==> src/rtl/core/dsfr_pkg.sv <==
`default_nettype none

package dsfr_pkg;

    // item codes on the op field
    localparam logic OP_ROUND = 1'b0;
    localparam logic OP_FINAL = 1'b1;

    // control of the item held in the input register
    typedef struct packed {
        logic valid;
        logic op;
    } item_ctrl_t;

endpackage

`default_nettype wire

==> src/rtl/core/dsfr_in_stage.sv <==
`default_nettype none

module dsfr_in_stage #(
    parameter int CHECK_BITS = 16
) (
    input  wire                        aclk,
    input  wire                        aresetn,
    input  wire                        s_valid,
    output logic                       s_ready,
    input  wire                        s_op,
    input  wire  [CHECK_BITS-1:0]      s_check_bits,
    input  wire  [CHECK_BITS:0]        s_data_bits,
    input  wire                        advance,
    output dsfr_pkg::item_ctrl_t       item_ctrl,
    output logic [CHECK_BITS-1:0]      item_check,
    output logic [CHECK_BITS:0]        item_data
);
    import dsfr_pkg::*;

    logic                  valid_reg;
    logic                  valid_next;
    logic                  op_reg;
    logic [CHECK_BITS-1:0] check_reg;
    logic [CHECK_BITS:0]   data_reg;

    // free slot when empty or when the held item moves on this cycle
    assign s_ready    = !valid_reg || advance;
    assign valid_next = (s_valid && s_ready) || (valid_reg && !advance);

    always_ff @(posedge aclk) begin
        if (!aresetn) begin
            valid_reg <= 1'b0;
        end else begin
            valid_reg <= valid_next;
        end
    end

    // payload capture on input transfer
    always_ff @(posedge aclk) begin
        if (s_valid && s_ready) begin
            op_reg    <= s_op;
            check_reg <= s_check_bits;
            data_reg  <= s_data_bits;
        end
    end

    assign item_ctrl.valid = valid_reg;
    assign item_ctrl.op    = op_reg;
    assign item_check      = check_reg;
    assign item_data       = data_reg;

endmodule

`default_nettype wire

==> src/rtl/core/dsfr_syndrome.sv <==
`default_nettype none

module dsfr_syndrome #(
    parameter int CHECK_BITS = 16
) (
    input  wire                        aclk,
    input  wire                        aresetn,
    input  wire                        reset_mode,
    input  wire                        advance,
    input  dsfr_pkg::item_ctrl_t       item_ctrl,
    input  wire  [CHECK_BITS-1:0]      item_check,
    input  wire  [CHECK_BITS:0]        item_data,
    output logic [CHECK_BITS-1:0]      det_bits,
    output logic                       det_final
);
    import dsfr_pkg::*;

    logic [CHECK_BITS-1:0] prev_round_reg;
    logic [CHECK_BITS-1:0] prev_round_next;
    logic [CHECK_BITS-1:0] prev_diff_reg;
    logic [CHECK_BITS-1:0] prev_diff_next;
    logic [CHECK_BITS-1:0] diff;
    logic [CHECK_BITS-1:0] neigh;

    // round difference and neighbor parity of the data readout
    assign diff  = item_check ^ prev_round_reg;
    assign neigh = item_data[CHECK_BITS-1:0] ^ item_data[CHECK_BITS:1];

    always_comb begin
        prev_round_next = prev_round_reg;
        prev_diff_next  = prev_diff_reg;
        det_bits        = '0;
        det_final       = 1'b0;
        case (item_ctrl.op)
            OP_ROUND: begin
                det_bits        = reset_mode ? diff : (diff ^ prev_diff_reg);
                prev_round_next = item_check;
                prev_diff_next  = diff;
            end
            default: begin
                // final readout closes the shot and clears history
                det_bits        = neigh ^ (reset_mode ? prev_round_reg : prev_diff_reg);
                det_final       = 1'b1;
                prev_round_next = '0;
                prev_diff_next  = '0;
            end
        endcase
    end

    always_ff @(posedge aclk) begin
        if (!aresetn) begin
            prev_round_reg <= '0;
            prev_diff_reg  <= '0;
        end else if (advance) begin
            prev_round_reg <= prev_round_next;
            prev_diff_reg  <= prev_diff_next;
        end
    end

endmodule

`default_nettype wire

==> src/rtl/core/dsfr_out_stage.sv <==
`default_nettype none

module dsfr_out_stage #(
    parameter int CHECK_BITS = 16
) (
    input  wire                        aclk,
    input  wire                        aresetn,
    input  wire                        load,
    input  wire  [CHECK_BITS-1:0]      det_bits,
    input  wire                        det_final,
    output logic                       can_load,
    output logic                       m_valid,
    input  wire                        m_ready,
    output logic [CHECK_BITS-1:0]      m_detector_bits,
    output logic                       m_is_final
);
    import dsfr_pkg::*;

    logic                  valid_reg;
    logic [CHECK_BITS-1:0] det_reg;
    logic                  final_reg;

    // result slot frees when empty or when taken this cycle
    assign can_load = !valid_reg || m_ready;

    always_ff @(posedge aclk) begin
        if (!aresetn) begin
            valid_reg <= 1'b0;
        end else if (can_load) begin
            valid_reg <= load;
        end
    end

    always_ff @(posedge aclk) begin
        if (load && can_load) begin
            det_reg   <= det_bits;
            final_reg <= det_final;
        end
    end

    assign m_valid         = valid_reg;
    assign m_detector_bits = det_reg;
    assign m_is_final      = final_reg;

endmodule

`default_nettype wire

==> src/rtl/core/detector_syndrome_from_rounds.sv <==
// channel   | direction | handshake          | payload
// s_        | in        | s_valid / s_ready  | s_op, s_check_bits, s_data_bits
// m_        | out       | m_valid / m_ready  | m_detector_bits, m_is_final
// cfg_      | in        | cfg_we             | cfg_wdata (reset_mode)
//
// one item per cycle sustained while m_ready stays high; the input register, then
// the result register after the xor logic, lie between the input transfer and the
// result transfer
// aresetn is synchronous active low: clears both stages, round history and
// reset_mode; a stall on m_ready holds the result and backs up into s_ready
`default_nettype none

module detector_syndrome_from_rounds #(
    parameter int CHECK_BITS = 16
) (
    input  wire                    aclk,
    input  wire                    aresetn,
    input  wire                    cfg_we,
    input  wire                    cfg_wdata,
    input  wire                    s_valid,
    output logic                   s_ready,
    input  wire                    s_op,
    input  wire  [CHECK_BITS-1:0]  s_check_bits,
    input  wire  [CHECK_BITS:0]    s_data_bits,
    output logic                   m_valid,
    input  wire                    m_ready,
    output logic [CHECK_BITS-1:0]  m_detector_bits,
    output logic                   m_is_final
);
    import dsfr_pkg::*;

    logic                  reset_mode_reg;
    item_ctrl_t            item_ctrl;
    logic [CHECK_BITS-1:0] item_check;
    logic [CHECK_BITS:0]   item_data;
    logic [CHECK_BITS-1:0] det_bits;
    logic                  det_final;
    logic                  can_load;
    logic                  advance;

    // configuration register
    always_ff @(posedge aclk) begin
        if (!aresetn) begin
            reset_mode_reg <= 1'b0;
        end else if (cfg_we) begin
            reset_mode_reg <= cfg_wdata;
        end
    end

    // held item moves into the result register
    assign advance = item_ctrl.valid && can_load;

    dsfr_in_stage #(
        .CHECK_BITS (CHECK_BITS)
    ) u_in_stage (
        .aclk         (aclk),
        .aresetn      (aresetn),
        .s_valid      (s_valid),
        .s_ready      (s_ready),
        .s_op         (s_op),
        .s_check_bits (s_check_bits),
        .s_data_bits  (s_data_bits),
        .advance      (advance),
        .item_ctrl    (item_ctrl),
        .item_check   (item_check),
        .item_data    (item_data)
    );

    dsfr_syndrome #(
        .CHECK_BITS (CHECK_BITS)
    ) u_syndrome (
        .aclk       (aclk),
        .aresetn    (aresetn),
        .reset_mode (reset_mode_reg),
        .advance    (advance),
        .item_ctrl  (item_ctrl),
        .item_check (item_check),
        .item_data  (item_data),
        .det_bits   (det_bits),
        .det_final  (det_final)
    );

    dsfr_out_stage #(
        .CHECK_BITS (CHECK_BITS)
    ) u_out_stage (
        .aclk            (aclk),
        .aresetn         (aresetn),
        .load            (advance),
        .det_bits        (det_bits),
        .det_final       (det_final),
        .can_load        (can_load),
        .m_valid         (m_valid),
        .m_ready         (m_ready),
        .m_detector_bits (m_detector_bits),
        .m_is_final      (m_is_final)
    );

`ifndef SYNTHESIS
    // an empty input register always takes a transfer
    a_empty_ready: assert property (@(posedge aclk) disable iff (!aresetn)
        !item_ctrl.valid |-> s_ready)
        else $error("input register empty but s_ready low");

    // a final item reaching the result register shows up flagged as final
    a_final_flag: assert property (@(posedge aclk) disable iff (!aresetn)
        (advance && item_ctrl.op == OP_FINAL) |=> (m_valid && m_is_final))
        else $error("final readout result missing or not flagged");

    // a round item reaching the result register is never flagged final
    a_round_flag: assert property (@(posedge aclk) disable iff (!aresetn)
        (advance && item_ctrl.op == OP_ROUND) |=> (m_valid && !m_is_final))
        else $error("round result flagged as final");
`endif

endmodule

`default_nettype wire

==> config.mk <==
export PLATFORM = sky130hd
export DESIGN_NAME = detector_syndrome_from_rounds
export DESIGN_NICKNAME = d
export VERILOG_FILES = /design/src/rtl/core/dsfr_pkg.sv /design/src/rtl/core/dsfr_in_stage.sv /design/src/rtl/core/dsfr_syndrome.sv /design/src/rtl/core/dsfr_out_stage.sv /design/src/rtl/core/detector_syndrome_from_rounds.sv
export SDC_FILE = /design/constraint.sdc
export NUM_CORES = 1
export LEC_CHECK = 0
export BUFFER_PORTS_ARGS = -buffer_cell sky130_fd_sc_hd__buf_2
export CORE_MARGIN = 10
export CORE_UTILIZATION = 57
export CTS_CLUSTER_SIZE = 20
export DETAILED_ROUTE_END_ITERATION = 12
export PLACE_DENSITY = 0.79
export SETUP_SLACK_MARGIN = 0.2
export SYNTH_ARGS = -nofsm -noshare
export SYNTH_HDL_FRONTEND = slang
export SYNTH_SLANG_ARGS = --single-unit
==> constraint.sdc <==
create_clock -name aclk -period 2.75 [get_ports aclk]
set_input_delay 0.275 -clock aclk [delete_from_list [all_inputs] [get_ports aclk]]
set_output_delay 0.275 -clock aclk [all_outputs]
set_load 0.03 [all_outputs]
==> results.cfg, run 1 <==
[sta]
final_period_minus_worst_setup_slack_ns = 1.63
maxSlewViolCount = 0
setup_violations = 0
final_hold_viol_count = 0
max_freq_mhz = 614
postLayoutSetupSlackWorst_ns = 1.12
slew_headroom = 0.336
clock_skew_ns = 0.00745
rsz0062_at_grt = no
tightest_slew_ns = 0.995
fin_setup_tns_ns = 0
min_period_over_period = 0.592

[placement]
placement.cell_area_sq_mm = 0.00450
dp_slack_ns = 1.11
dp_cells = 470
io_buffers = 58
globalplace.congestion = 0.725
detailedPlacementHpwl_um = 5100

[cells_and_area]
post_route_cells_drive_above_1_share = 0.238
layout.area.seq_sq_mm = 0.00223
final_area_sq_mm = 0.00466
largest_reg_flops = 17
antenna-diode-count = 0
total_area_of_multi_input_combinational_cells_sq_mm = 0.00179
layout.nets = 422
nFillCells = 546
layoutNonFillerInstCount = 486
area_growth_pct = 11.4

[floorplanning]
die_y_um = 106
io_pins = 59
num_rows = 31
die_width_um = 106
area_of_the_die_sq_mm = 0.0112
initial_utilization = 0.583
placeable_core_region_sq_mm = 0.00718

[cts]
worstSkewPairLatency_ns = 0.35
ctsHtreeMaxLevel = 3
post_cts_hold_buffer_count = 0
cts.reportedPaths.clkPinSlew_ns = 0.08
clock_sinks = 86
cts_tree = built
post_cts_resize_count = 0
cts-root-buf = sky130_fd_sc_hd__clkbuf_8
clk_path_buf_depth = 2
tritoncts_buffer_count = 9
post_cts_buffers = 0

[global_route]
grt_pass1_wl_um = 13200
grt_use_total = 0.144
grt.overflow.total = 0
vias_in_the_first_global_route = 2775
grt_max_degree = 50
antenna_found_initial = 0

[synthesis]
synthesis.area_sq_mm = 0.00418
yosys.area_share.simple = 0.106
synth.mux.area_fraction = 0.0790
mappedNetlistNets = 372
post_synth_xor_area_fraction = 0.134
ys_ff_latch = 86
synthDistinctLibCells = 22
synthTopCellsByArea = sky130_fd_sc_hd__edfxtp_1 (37%), sky130_fd_sc_hd__dfxtp_1 (17%), sky130_fd_sc_hd__xnor2_1 (13%)
ys_warn_count = 0
synth_top_area_cell = sky130_fd_sc_hd__edfxtp_1
synth_top_area_frac = 0.366
post_synth_inst_count = 332
synth_area_in_compound_gates = 0.108
synth_area_per_cell_sq_um = 12.6
main_combinational_cell_family_by_area_after_synthesis = XOR/XNOR gates
seq_area_frac_synth = 0.534
post_synth_fa_ha_maj_area_fraction = 0

[power]
power.net_switching_w = 0.000672
clkPwrFrac = 0.289
seqPwrFrac = 0.571
power.share.switching = 0.258
p_comb_frac = 0.140
vdd.ir_drop.worst_mv = 0.310
power.internal_w = 0.00193
powerDensity_mw_per_mm2 = 558
leakagePower_nw = 1.58

[routing]
postRouteAntennaNets = 0
route.vias.total = 2672
via_per_inst = 5.50
drtPass1Iterations = 4
initialDrtViolationCount = 128
route.detailed.drc = 0
detail_route.wirelength_um = 8080
routedWlPerCell_um = 16.6

[worst_setup_path]
end_kind = register
timing.critical_path.arrival_ns = 1.60
critical_path.max_stage_delay_ns = 0.75
worst-endpoint-required_ns = 2.72
timing.setup.critical_path_class = register to register
cp_max_fo = 17
worstSetupStartpointType = register
critical-path-slowest-cell = sky130_fd_sc_hd__nor2_2
crit_path_cell_trace = nor2b_2 -> nor2_2

[run]
max_cap_viol_count = 0

[hold_path]
worst_hold_class = input port to register

[outcome]
status = finished, final reports clean
[cells by family (layout without fill, tap and decap cells)]
| family | count (synthesis) | after routing |
|---|---|---|
| flip-flops | 86 | 86 |
| AO/OA/AOI/OAI | 66 | 66 |
| XOR/XNOR | 64 | 64 |
| AND/OR/NAND/NOR | 55 | 55 |
| multiplexers | 33 | 33 |
| buffers and inverters | 28 | 83 |
[critical path, delay by kind of cell (launching register included)]
| kind | cells | cell delay (ns) |
|---|---|---|
| simple gates | 2 | 0.92 |
| flops | 1 | 0.32 |
[through the flow]
| step | total power, W | hold WS (ns) | util |
|---|---|---|---|
| floorplan | 0.00179 | 0.374 | - |
| global placement | 0.00187 | 0.451 | 0.627 |
| detailed placement | 0.00188 | 0.453 | 0.627 |
| CTS | 0.00263 | 0.0811 | 0.649 |
| global route | 0.00271 | 0.0717 | 0.649 |
| finish | 0.00260 | 0.0901 | 0.649 |
[power groups by stage]
stage / clock (W) / sequential, W / combinational [W]
floorplan: 0 / 0.00154 / 0.000247
global placement: 0 / 0.00151 / 0.000357
detailed placement: 0 / 0.00152 / 0.000369
CTS: 0.000771 / 0.00149 / 0.000370
global route: 0.000818 / 0.00149 / 0.000399
finish: 0.000751 / 0.00149 / 0.000365
[metal layers]
metal	up-vias	GRT usage	wire length [um]
met1	1311	0.160	3410
met3	10	0.0463	361
met2	57	0.258	4230
met5	-	0	0
li1	1294	-	-
met4	0	0.0387	80
[cells in the mapped netlist]
| library cell | instances |
|---|---|
| sky130_fd_sc_hd__nor4_1 | 6 |
| sky130_fd_sc_hd__o21ai_0 | 16 |
| sky130_fd_sc_hd__nor2b_1 | 3 |
| sky130_fd_sc_hd__mux2i_1 | 33 |
| sky130_fd_sc_hd__buf_6 | 5 |
| sky130_fd_sc_hd__buf_2 | 9 |
| sky130_fd_sc_hd__nor2_1 | 1 |
| sky130_fd_sc_hd__dfxtp_1 | 35 |
| sky130_fd_sc_hd__a21boi_1 | 6 |
| sky130_fd_sc_hd__nor4_2 | 10 |
| sky130_fd_sc_hd__a21boi_0 | 27 |
| sky130_fd_sc_hd__inv_2 | 1 |
| sky130_fd_sc_hd__xnor2_1 | 64 |
| sky130_fd_sc_hd__nand2_1 | 1 |
| sky130_fd_sc_hd__nand2b_1 | 17 |
| sky130_fd_sc_hd__a21oi_1 | 1 |
| sky130_fd_sc_hd__edfxtp_1 | 51 |
| sky130_fd_sc_hd__clkbuf_1 | 10 |
| sky130_fd_sc_hd__nand4b_1 | 16 |
| sky130_fd_sc_hd__and2_1 | 1 |
| sky130_fd_sc_hd__buf_4 | 3 |
| sky130_fd_sc_hd__o21a_1 | 16 |
[final cells by class]
class                      instances  area share
tap                               99      0.0266
clock buffer                      11      0.0282
multi-input combinational        218       0.384
clock inverter                     5     0.00564
sequential                        86       0.479
inverter                           1    0.000806
timing repair buffer              66      0.0752
[placed cells by master (no fill, tap or decap)]
| cell | n |
|---|---|
| sky130_fd_sc_hd__nor2_2 | 1 |
| sky130_fd_sc_hd__edfxtp_1 | 51 |
| sky130_fd_sc_hd__o21a_1 | 16 |
| sky130_fd_sc_hd__clkinv_1 | 1 |
| sky130_fd_sc_hd__o21ai_0 | 16 |
| sky130_fd_sc_hd__nor2b_1 | 2 |
| sky130_fd_sc_hd__nand2_1 | 1 |
| sky130_fd_sc_hd__nand2b_1 | 17 |
| sky130_fd_sc_hd__a21boi_0 | 27 |
| sky130_fd_sc_hd__clkbuf_8 | 9 |
| sky130_fd_sc_hd__a21boi_1 | 6 |
| sky130_fd_sc_hd__inv_2 | 1 |
| sky130_fd_sc_hd__dfxtp_1 | 35 |
| sky130_fd_sc_hd__clkinv_2 | 3 |
| sky130_fd_sc_hd__clkinvlp_4 | 1 |
| sky130_fd_sc_hd__nor2b_2 | 1 |
| sky130_fd_sc_hd__buf_4 | 8 |
| sky130_fd_sc_hd__and2_1 | 1 |
| sky130_fd_sc_hd__buf_2 | 58 |
| sky130_fd_sc_hd__mux2i_1 | 33 |
| sky130_fd_sc_hd__nor4_1 | 6 |
| sky130_fd_sc_hd__xnor2_1 | 64 |
| sky130_fd_sc_hd__a21oi_1 | 1 |
| sky130_fd_sc_hd__clkbuf_1 | 2 |
| sky130_fd_sc_hd__nand4b_1 | 16 |
| sky130_fd_sc_hd__nor4_2 | 10 |
[final timing paths]
path	start	end	slack, ns	cells past startpoint
max	u_out_stage.m_valid	u_out_stage.m_detector_bits[5]	1.12	2
min	s_check_bits[11]	u_in_stage.item_check[11]	0.09	1
max reg2reg	u_out_stage.m_valid	u_out_stage.m_detector_bits[5]	1.12	2
min reg2reg	u_syndrome.prev_round_reg[13]	u_syndrome.prev_round_reg[13]	0.51	2
Power figures use the tool's default switching activity.
==> run 2: changes to the inputs <==
Settings changed: CORE_UTILIZATION 57 to 52, PLACE_DENSITY 0.79 to 0.76.
Clock period 2.75 ns to 1.46 ns, I/O delays scaled along.
==> results.cfg, run 2 (synthesized netlist as in run 1, its figures left out) <==
[cells_and_area]
area_growth_pct = 32.4
layout.nets = 471
most_common_cell_after_layout_fill_and_taps_aside = sky130_fd_sc_hd__xnor2_1
final_area_sq_mm = 0.00554
post_route_cells_drive_above_1_share = 0.305
largest_reg_flops = 17
layout_common_cells = sky130_fd_sc_hd__xnor2_1 (63), sky130_fd_sc_hd__buf_2 (57), sky130_fd_sc_hd__edfxtp_1 (51), sky130_fd_sc_hd__dlygate4sd3_1 (34), sky130_fd_sc_hd__dfxtp_1 (32)
nFillCells = 523
antenna-diode-count = 0

[worst_setup_path]
timing.critical_path.arrival_ns = 1.47
worst_path_dominant_cell_family = flip-flops
critical_path.max_stage_delay_ns = 0.45
end_kind = register
worstSetupStartpointType = register
crit_path_cell_trace = buf_16 -> mux2i_1 -> xnor2_1 -> mux2i_1
critical-path-slowest-cell = sky130_fd_sc_hd__dfxtp_4
cp_max_fo = 8
count_of_buffer_and_inverter_cells_on_the_critical_path = 1
path_common_cell = sky130_fd_sc_hd__mux2i_1
worst-endpoint-required_ns = 1.57
timing.setup.critical_path_class = register to register

[sta]
final_hold_viol_count = 0
min_period_over_period = 0.931
maxSlewViolCount = 0
tightest_slew_ns = 0.613
final_period_minus_worst_setup_slack_ns = 1.36
slew_headroom = 0.592
holdWs_ns = 0.0466
setup_violations = 0
clock_skew_ns = 0.0123
rsz0062_at_grt = yes
max_freq_mhz = 736

[floorplanning]
num_rows = 32
area_of_the_die_sq_mm = 0.0120
die_y_um = 110
io_pins = 59
placeable_core_region_sq_mm = 0.00777
initial_utilization = 0.538
die_width_um = 110

[power]
leakagePower_nw = 1.92
powerDensity_mw_per_mm2 = 985
power_total_w = 0.00546
vdd.ir_drop.worst_mv = 0.642

[global_route]
grt_max_degree = 36
grt_pass1_wl_um = 14900
vias_in_the_first_global_route = 2969
antenna_found_initial = 0
grt.overflow.total = 0
grt_use_total = 0.158

[cts]
cts_tree = built
ctsHtreeMaxLevel = 3
tritoncts_buffer_count = 9
cts-root-buf = sky130_fd_sc_hd__clkbuf_8
clk_path_buf_depth = 2
clock_sinks = 86
worstSkewPairLatency_ns = 0.36
cts.reportedPaths.clkPinSlew_ns = 0.09

[routing]
detail_route.wirelength_um = 9560
route.detailed.drc = 0
drtPass1Iterations = 4
postRouteAntennaNets = 0
initialDrtViolationCount = 163
routedWlPerCell_um = 17.8
via_per_inst = 5.38
route.vias.total = 2893

[placement]
placement.cell_area_sq_mm = 0.00465
io_buffers = 58
globalplace.congestion = 0.783
detailedPlacementHpwl_um = 5520

[outcome]
status = finished, final reports clean

[hold_path]
worst_hold_class = input port to register

[run]
max_cap_viol_count = 0
[run 2: cell count changes in the layout (fill, tap and decap cells not counted), sizes merged]
cell,before,now
dlygate4sd3,0,34
clkbuf,11,12
buf,66,78
bufinv,0,1
inv,1,4
clkinvlp,1,0
clkinv,4,3
[run 2: layout make-up]
cell class                      instances  area [sq um]  share of cell area
Multi-Input combinational cell        218          1940               0.350
Sequential cell                        86          2240               0.405
Clock inverter                          7          81.3              0.0147
Timing Repair Buffer                  115          1020               0.184
Clock buffer                            9           124              0.0224
Inverter                                1          6.26             0.00113
Tap cell                              102           128              0.0230
[run 2: what timing repair did]
item,CTS,global route
hold buffers,34,0
endpoints found under the hold margin,34,0
pin swaps,9,12
endpoints found under the setup margin,96,59
resized for setup,13,46
gates cloned,2,3
buffers inserted,3,0
[run 2: worst min-delay path, delay by kind of cell]
family	cells	cell delay (ns)
muxes	1	0.06
and+or+nand+nor	1	0.10
buffers and inverters	1	0.07
[run 2: worst paths after layout]
kind / to / cells past startpoint / slack (ns) / from
max: u_out_stage.m_detector_bits[14] / 4 / 0.10 / reset_mode_reg
min: reset_mode_reg / 3 / 0.05 / cfg_wdata
max reg2reg: u_out_stage.m_detector_bits[14] / 4 / 0.10 / reset_mode_reg
min reg2reg: u_syndrome.prev_round_reg[8] / 2 / 0.50 / u_syndrome.prev_round_reg[8]
[run 2: layer usage]
| metal | routed length [um] | GRT usage | vias to the layer above |
|---|---|---|---|
| li1 | - | - | 1399 |
| met1 | 3900 | 0.184 | 1411 |
| met2 | 5060 | 0.269 | 75 |
| met3 | 510 | 0.0568 | 8 |
| met4 | 91 | 0.0474 | 0 |
| met5 | 0 | 0 | - |
[run 2: metrics by stage]
stage / TNS [ns] / instances / setup slack (ns) / util
2_1_floorplan: -3.76 / 332 / -0.111 / -
3_3_place_gp: 0 / 480 / 0.142 / 0.599
3_5_place_dp: 0 / 480 / 0.102 / 0.599
4_1_cts: 0 / 535 / 0.108 / 0.684
5_1_grt: 0 / 538 / 0.0489 / 0.713
6_report: 0 / 538 / 0.101 / 0.713
[run 2: where the power goes]
part | switching (W) | leakage, nW | internal [W]
Clock | 0.000922 | 0.106 | 0.000818
Sequential | 0.0000971 | 0.778 | 0.00272
Combinational | 0.000431 | 1.03 | 0.000472
Total | 0.00145 | 1.92 | 0.00401
==> run 3: changes to the inputs <==
Settings changed: PLACE_DENSITY 0.76 to 0.73.
==> results.cfg, run 3 (synthesized netlist as in run 1, its figures left out) <==
[sta]
final_hold_viol_count = 0
final_period_minus_worst_setup_slack_ns = 1.40
max_freq_mhz = 714
setup_violations = 0
tightest_slew_ns = 0.607
fin_setup_tns_ns = 0
clock_skew_ns = 0.00897
rsz0062_at_grt = yes
maxSlewViolCount = 0
min_period_over_period = 0.960
slew_headroom = 0.595

[worst_setup_path]
flop2flop_setup_slack_ns = 0.06
count_of_buffer_and_inverter_cells_on_the_critical_path = 1
worstSetupStartpointType = register
timing.critical_path.arrival_ns = 1.49
r2r_start = reset_mode_reg
r2r-end = u_out_stage.m_detector_bits[14]
worst-endpoint-required_ns = 1.55
cp_max_fo = 8
critical_path.max_stage_delay_ns = 0.44
worst_path_dominant_cell_family = flip-flops
critical-path-slowest-cell = sky130_fd_sc_hd__dfxtp_4
end_kind = register
crit_path_cell_trace = buf_16 -> mux2i_4 -> xnor2_1 -> mux2i_1
timing.setup.critical_path_class = register to register
ff2ff_path_depth = 4

[global_route]
grt_max_degree = 50
grt_pass1_wl_um = 14800
grt.overflow.total = 0
grt_use_total = 0.158
antenna_found_initial = 0
vias_in_the_first_global_route = 2932

[power]
power.internal_w = 0.00435
power.net_switching_w = 0.00138
powerDensity_mw_per_mm2 = 1020
power.share.switching = 0.241
p_comb_frac = 0.161
clkPwrFrac = 0.348
seqPwrFrac = 0.492
vdd.ir_drop.worst_mv = 0.753
leakagePower_nw = 1.95

[cells_and_area]
most_common_cell_after_layout_fill_and_taps_aside = sky130_fd_sc_hd__xnor2_1
area_growth_pct = 34.7
post_route_cells_drive_above_1_share = 0.302
antenna-diode-count = 0
largest_reg_flops = 17
layout_common_cells = sky130_fd_sc_hd__xnor2_1 (63), sky130_fd_sc_hd__buf_2 (57), sky130_fd_sc_hd__edfxtp_1 (51), sky130_fd_sc_hd__dlygate4sd3_1 (34), sky130_fd_sc_hd__dfxtp_1 (32)
layout.nets = 475
layoutNonFillerInstCount = 542

[routing]
drtPass1Iterations = 4
route.detailed.drc = 0
routedWlPerCell_um = 18.2
route.vias.total = 2878
via_per_inst = 5.31
detail_route.wirelength_um = 9880
initialDrtViolationCount = 174
postRouteAntennaNets = 0

[cts]
worstSkewPairLatency_ns = 0.35
cts-root-buf = sky130_fd_sc_hd__clkbuf_8
cts_tree = built
clk_path_buf_depth = 2
tritoncts_buffer_count = 9
clock_sinks = 86
cts.reportedPaths.clkPinSlew_ns = 0.09
ctsHtreeMaxLevel = 3

[hold_path]
worst_hold_class = input port to register
worstHoldEndpoint = reset_mode_reg
hp-start = cfg_wdata
timing.hold.worst_path_depth = 3

[run]
max_cap_viol_count = 0

[floorplanning]
die_y_um = 110
initial_utilization = 0.538
die_width_um = 110
io_pins = 59
area_of_the_die_sq_mm = 0.0120
placeable_core_region_sq_mm = 0.00777
num_rows = 32

[placement]
detailedPlacementHpwl_um = 5390
globalplace.congestion = 0.709
dp_cells = 480
io_buffers = 58

[outcome]
status = finished, final reports clean
-- run 3: changes by cell type in the layout (fill, tap and decap cells not counted), moves of 3 or more --
| cell | change |
|---|---|
| sky130_fd_sc_hd__o21ai_0 | +4 |
| sky130_fd_sc_hd__o21ai_2 | -4 |
| sky130_fd_sc_hd__mux2i_1 | -3 |
| sky130_fd_sc_hd__buf_6 | +4 |
| sky130_fd_sc_hd__mux2i_4 | +4 |
| sky130_fd_sc_hd__a21boi_1 | -4 |
| sky130_fd_sc_hd__a21boi_0 | +4 |
-- run 3: cell type report --
| type | count | area [sq um] |
|---|---|---|
| clock buffers | 11 | 131 |
| clock inverters | 5 | 106 |
| fillers | 514 | 2130 |
| inverters | 1 | 6.26 |
| multi-input cells | 218 | 1960 |
| flip-flops and latches | 86 | 2240 |
| well taps | 102 | 128 |
| repair buffers | 119 | 1060 |
-- run 3: how the worst max path moves through the flow --
stage / endpoint / from / depth (start not counted) / slack [ns]
2_1_floorplan: u_in_stage.item_check[0] / u_out_stage.m_valid / 5 / -0.11
3_3_place_gp: u_out_stage.m_detector_bits[10] / u_in_stage.valid_reg / 3 / 0.14
3_5_place_dp: u_syndrome.prev_diff_reg[7] / u_in_stage.valid_reg / 4 / 0.07
4_1_cts: u_out_stage.m_detector_bits[9] / reset_mode_reg / 4 / 0.12
5_1_grt: u_out_stage.m_detector_bits[9] / reset_mode_reg / 4 / 0.05
6_report: u_out_stage.m_detector_bits[14] / reset_mode_reg / 4 / 0.06
-- run 3: routing by layer --
| metal | routed length, um | GRT usage |
|---|---|---|
| met1 | 4020 | 0.183 |
| met2 | 5090 | 0.278 |
| met5 | 0 | 0 |
| met3 | 634 | 0.0480 |
| met4 | 129 | 0.0418 |
-- run 3: stage by stage --
stage	utilization	hold slack, ns	total power [W]	setup WS (ns)	instance area, sq um
finish	0.725	0.0526	0.00573	0.0587	5630
floorplan	-	0.245	0.00338	-0.111	4210
detailed placement	0.601	0.324	0.00359	0.0728	4660
CTS	0.688	0.0430	0.00569	0.120	5350
global placement	0.601	0.322	0.00358	0.137	4660
global route	0.725	0.0586	0.00595	0.0510	5630
-- run 3: timing repair --
action                                  4_1_cts  5_1_grt
buffers inserted                              1        2
hold endpoints to repair                     34        0
pin swaps                                    13       12
gates resized for setup                      14       32
hold buffers                                 34        0
cloned                                        2        7
endpoints found under the setup margin       60       74
-- run 3: power groups by stage --
stage	Combinational [W]	Clock [W]	Sequential, W
global route	0.000990	0.00213	0.00283
detailed placement	0.000737	0	0.00286
finish	0.000920	0.00199	0.00282
floorplan	0.000474	0	0.00290
global placement	0.000722	0	0.00285
CTS	0.000841	0.00204	0.00281
-- run 3: worst min-delay path: stages --
cell and delay [ns]:
sky130_fd_sc_hd__buf_2 0.08, sky130_fd_sc_hd__mux2i_1 0.06, sky130_fd_sc_hd__nor2b_1 0.10
